**config.mk**
```make
export PLATFORM = sky130hd
export DESIGN_NAME = bfsa_ctrl
export DESIGN_NICKNAME = d
export VERILOG_FILES = /design/src/bfsa_pkg.sv /design/src/bfsa_ctrl.sv
export SDC_FILE = /design/constraint.sdc
export NUM_CORES = 1
export LEC_CHECK = 0
export ABC_CLOCK_PERIOD_IN_PS = 1600
export BUFFER_PORTS_ARGS = -buffer_cell sky130_fd_sc_hd__buf_2
export CAP_MARGIN = 10
export CORE_AREA = 3 3 40 42
export CTS_BUF_LIST = sky130_fd_sc_hd__clkbuf_4 sky130_fd_sc_hd__clkbuf_8
export DETAILED_ROUTE_END_ITERATION = 8
export DIE_AREA = 0 0 43 45
export PLACE_DENSITY = 0.62
export REMOVE_ABC_BUFFERS = 1
export SLEW_MARGIN = 25
export SYNTH_ARGS = -nofsm -noshare
export SYNTH_HDL_FRONTEND = slang
export SYNTH_SLANG_ARGS = --single-unit
```
**constraint.sdc**
```tcl
create_clock -name clk_i -period 1.6 [get_ports clk_i]
set_input_delay 0.48 -clock clk_i [delete_from_list [all_inputs] [get_ports clk_i]]
set_output_delay 0.48 -clock clk_i [all_outputs]
set_load 0.01 [all_outputs]
```
**src/bfsa_pkg.sv**
```systemverilog
// Shared constants, types and command/status bundles of the best-fit segment allocator.
package bfsa_pkg;

  localparam int unsigned MaxUnitsDef = 16;
  localparam int unsigned MaxSegs     = 4;
  localparam int unsigned SegFields   = 4;
  localparam int unsigned AddrBits    = 16;
  localparam int unsigned TimeBits    = 32;
  localparam int unsigned OwnerBits   = 8;
  localparam int unsigned LifeBits    = 16;
  localparam int unsigned SegCntBits  = 3;
  localparam int unsigned FreedBits   = 5;
  localparam int unsigned StatusBits  = 2;
  localparam int unsigned InDataBits  = 96;
  localparam int unsigned OutDataBits = 72;

  // Result status codes
  localparam logic [StatusBits-1:0] StPlaced  = 2'd0;
  localparam logic [StatusBits-1:0] StNoFit   = 2'd1;
  localparam logic [StatusBits-1:0] StFull    = 2'd2;
  localparam logic [StatusBits-1:0] StTick    = 2'd3;

  // Controller to datapath commands
  typedef struct packed {
    logic load;
    logic scan_init;
    logic scan_step;
    logic apply;
    logic commit;
    logic fail_nofit;
    logic fail_full;
    logic tick_step;
    logic tick_end;
    logic emit;
  } cmd_t;

  // Datapath to controller status
  typedef struct packed {
    logic is_tick;
    logic seg_done;
    logic size_zero;
    logic scan_last;
    logic found;
    logic need_split;
    logic full;
    logic tick_last;
    logic out_free;
  } stat_t;

endpackage

```
**src/bfsa_ctrl.sv**
```systemverilog
// Sequencing state machine of the best-fit segment allocator.
module bfsa_ctrl (
  input  logic             clk_i,
  input  logic             rst_ni,
  input  logic             in_valid_i,
  output logic             in_ready_o,
  input  bfsa_pkg::stat_t  stat_i,
  output bfsa_pkg::cmd_t   cmd_o
);

  localparam logic [2:0] S_IDLE = 3'd0;
  localparam logic [2:0] S_PCHK = 3'd1;
  localparam logic [2:0] S_SCAN = 3'd2;
  localparam logic [2:0] S_EVAL = 3'd3;
  localparam logic [2:0] S_TICK = 3'd4;
  localparam logic [2:0] S_TEND = 3'd5;
  localparam logic [2:0] S_DONE = 3'd6;

  logic [2:0] state_q, state_d;

  assign in_ready_o = (state_q == S_IDLE);

  // Next state and commands
  always_comb begin
    state_d = state_q;
    cmd_o   = '0;
    unique case (state_q)
      S_IDLE: begin
        if (in_valid_i) begin
          cmd_o.load = 1'b1;
          state_d    = stat_i.is_tick ? S_TICK : S_PCHK;
        end
      end
      S_PCHK: begin
        if (stat_i.seg_done) begin
          cmd_o.commit = 1'b1;
          state_d      = S_DONE;
        end else if (stat_i.size_zero) begin
          cmd_o.fail_nofit = 1'b1;
          state_d          = S_DONE;
        end else begin
          cmd_o.scan_init = 1'b1;
          state_d         = S_SCAN;
        end
      end
      S_SCAN: begin
        cmd_o.scan_step = 1'b1;
        if (stat_i.scan_last) state_d = S_EVAL;
      end
      S_EVAL: begin
        if (!stat_i.found) begin
          cmd_o.fail_nofit = 1'b1;
          state_d          = S_DONE;
        end else if (stat_i.need_split && stat_i.full) begin
          cmd_o.fail_full = 1'b1;
          state_d         = S_DONE;
        end else begin
          cmd_o.apply = 1'b1;
          state_d     = S_PCHK;
        end
      end
      S_TICK: begin
        cmd_o.tick_step = 1'b1;
        if (stat_i.tick_last) state_d = S_TEND;
      end
      S_TEND: begin
        cmd_o.tick_end = 1'b1;
        state_d        = S_DONE;
      end
      S_DONE: begin
        if (stat_i.out_free) begin
          cmd_o.emit = 1'b1;
          state_d    = S_IDLE;
        end
      end
      default: state_d = S_IDLE;
    endcase
  end

  always_ff @(posedge clk_i or negedge rst_ni) begin
    if (!rst_ni) begin
      state_q <= S_IDLE;
    end else begin
      state_q <= state_d;
    end
  end

endmodule

```
# After elaboration in Yosys (flattened, before gate mapping)
# Cells that the tools add are included.
# W data, S select, Z words.
word_totals:
  word_cells: 46
  out_inout_bits: 11
  in_bits: 12
  regBits: 3
classes:
  muxes: 32
  n_reduce_logical: 3
  eq_ne: 10
op_table:
  columns: ["op", "count"]
  rows:
  - ["$mux W3", 9]
  - ["$mux W1", 21]
  - ["$pmux W3 S7", 1]
  - ["$eq A3 B3 Y1 const B", 3]
  - ["$ne A2 B2 Y1 const B", 4]
  - ["$eq A3 B2 Y1 const B", 2]
  - ["$reduce_and A4 Y1", 1]
  - ["$eq A3 B1 Y1 const B", 1]
  - ["$logic_not A3 Y1", 1]
  - ["$pmux W1 S2", 1]
  - ["$logic_and A1 B1 Y1", 1]

# Longest topological paths before layout
logic_depth:
  ltp_word: 4
  depth_mapped: 5
  ltp_nobuf: 3

# Worst setup path before layout
# No wires, ideal clock.
synth_timing:
  kind: "register to output"
  from: "register state_q[0]"
  to: "output cmd_o[9] (netlist bit)"
  required_ns: 1.120
  n_path_buf: 1
  setup_slack_ns: -0.026
  stages_incl_launch_ff: 4
  arrival_time_ns: 1.146
  cell_sequence: "dfrtp_1 buf_4 nor3_1 and2_1"
synth_rtl:
  columns: ["element", "line", "rtl"]
  rows:
  - ["start, declared", "bfsa_ctrl.sv:19", "logic [2:0] state_q, state_d;"]
  - ["start signal, assigned", "bfsa_ctrl.sv:84", "state_q <= state_d;"]
  - ["end, declared", "bfsa_ctrl.sv:8", "output bfsa_pkg::cmd_t cmd_o"]

==> qor.yml <==
synth_compound_area_frac: 0.199
synth_edf_count: 0
dieHeight_um: 45
synth-xor-area-share: 0
p_per_area_nw_per_um2: 1720
layout-drive-gt1-share: 0.579
design.die.area_um2: 1940
synth_seq_area_share: 0.221
failed_checks: "setup timing"
netlist_instances: 44
synth_fa_ha_area_frac: 0
yosys.cell_types.count: 26
wirelength_um: 1140
setup_viol: 10
grt_overflow: 0
rows: 13
diodes: 0
status: "finished with violations"
ioPinCount: 23
power_w: 0.00104
fin_ws_ps: -131
hpwl_um: 766
gp_congestion: 0.798
fin_tns_setup_ps: -660
power.leakage_nw: 0.305
synth_area_leaders: "dfrtp_1 (22%), nor3b_1 (8.9%), nor2_1 (7.7%), a21oi_1 (4.4%), buf_4 (4.4%)"
yosysWarnings: 0
grt_use_total: 0.129
critPathLaunchType: "flip-flop"
wl_per_cell_um: 12.5
worstHoldPathType: "primary input to async pin"
first_pass_iters: 2
synthMuxAreaShare: 0.0627
grt_max_degree: 12
fin_util: 0.472
antenna_found_initial: 0
portBuffers: 22
peakVddDrop_mv: 0.573
skew_ps: 2.02
min_period_ps: 1730
htree_levels: 1
fmax_ghz: 0.578
hold_viol_final: 0
antenna_left: 0
cts_tree: "done"
cp-end-kind: "output pin"
clk_pin_slew_ps: 40
reg_top3: "state_q: 3 flops"
yosysMostFrequentCell: "nor2_1"
syn_area_um2: 339
grt_pass1_vias: 459
clk_latency_ps: 230
grt_pass1_wl_um: 1900
start_util: 0.264
largest_reg_flops: 3
synth_top_family_by_area: "simple AND/OR/NAND/NOR gates"
synth-simple-area-share: 0.435
num_vias: 441
fillCellCount: 134
drc: 0
slew_viol_final: 0
timing.final.crit_share: 1.08
nets: 89
synth_area_per_cell_um2: 7.71
tightestPinTransition_ps: 277
drt_iter0_markers: 5
cp-startpoint: "state_q[2]"
yosysTopAreaCell: "dfrtp_1"
r2r-start: "state_q[0]"
vias_per_cell: 4.85
ys.flop_type: "dfrtp_1"
clock_sinks: 3
numCtsBuffers: 3
die-width_um: 43
core_area_um2: 1280
worstPathRequired_ps: 1120
cap_viol_max_count: 0
area_growth_pct: 79.0
synth_commonest_cells: "nor2_1 (7), nor3b_1 (4), a21oi_1 (3), dfrtp_1 (3)"
cp.arrival_ps: 1250
maxSlewHeadroom: 0.815
yosysTopAreaCellShare: 0.221
top_register: "state_q"
synth-seq-cells: 3
critical_path_class: "flip-flop to output pin"
synth-async-reset-ratio: 1.00
cp_max_fo: 4
rsz0062_at_grt: "yes"
cts_max_path_buffers: 2
cts_root_buf: "clkbuf_4"
-- layer usage --
| layer | share of wire | global-route usage | up-vias |
|---|---|---|---|
| met4 | 0.0070 | 0.0904 | 0 |
| met1 | 0.37 | 0.134 | 201 |
| li1 | - | - | 225 |
| met5 | 0 | 0 | - |
| met3 | 0.053 | 0.0279 | 2 |
| met2 | 0.57 | 0.234 | 13 |
-- stage by stage --
stage               cells  setup WS (ps)  area [µm²]  hold slack, ps
floorplan              40           36.7         315             184
global placement       81           87.8         487             278
detailed placement     81           69.6         487             277
CTS                    90           -120         578            29.3
global route           91           -203         607            27.6
finish                 91           -131         607            34.6
-- kinds of logic after synthesis --
group,Yosys count
simple gates,24
mux,2
buf+inv,5
flops,3
compound gates,10
-- layout by cell type, fill, tap and decap left out, types with 2 or more instances in the layout --
cell type | Yosys | final
buf_2 | 1 | 22
buf_4 | 2 | 7
nor2_1 | 7 | 6
clkbuf_4 | 0 | 4
a21oi_1 | 3 | 3
nand2_1 | 2 | 2
and2_1 | 2 | 2
nor3b_1 | 4 | 2
nor3b_2 | 1 | 2
o21ai_0 | 2 | 2
buf_6 | 0 | 2
dfrtp_1 | 3 | 2
-- power by group --
part           switching [W]  total [W]  internal, W
clock              0.0000381   0.000148     0.000110
combinational       0.000324   0.000719     0.000394
sequential         0.0000594   0.000176     0.000117
total               0.000422    0.00104     0.000621
-- critical path, stage by stage, from the launching register on --
cell and delay, ps:
dfrtp_1 400, nand3b_1 250, nor3b_2 220, buf_2 160
-- repair_timing --
item,4_1_cts,5_1_grt
pin swaps,1,1
gates resized for setup,5,5
hold buffers,0,0
endpoints found under the setup margin,9,11
setup buffers,5,1
hold endpoints to repair,0,0
-- worst paths after layout --
| path | endpoint | slack (ps) | cells after the start |
|---|---|---|---|
| max in group asynchronous | state_q[0] | 1450 | 1 |
| hold reg to reg | state_q[1] | 640 | 2 |
| setup / recovery | cmd_o[6] | -130 | 3 |
| setup reg to reg | state_q[2] | 200 | 4 |
| min in group clk_i | state_q[1] | 620 | 3 |
| hold / removal | state_q[1] | 30 | 1 |
-- area by class of cell --
cell class                 instances  area (µm²)  area share
multi-input combinational         36         273       0.449
tap                               15        18.8      0.0309
inverter                           1        3.75     0.00619
clock buffer                       4        30.0      0.0495
timing repair buffer              32         205       0.338
sequential                         3        76.3       0.126
(Power assumes the default switching activity.)
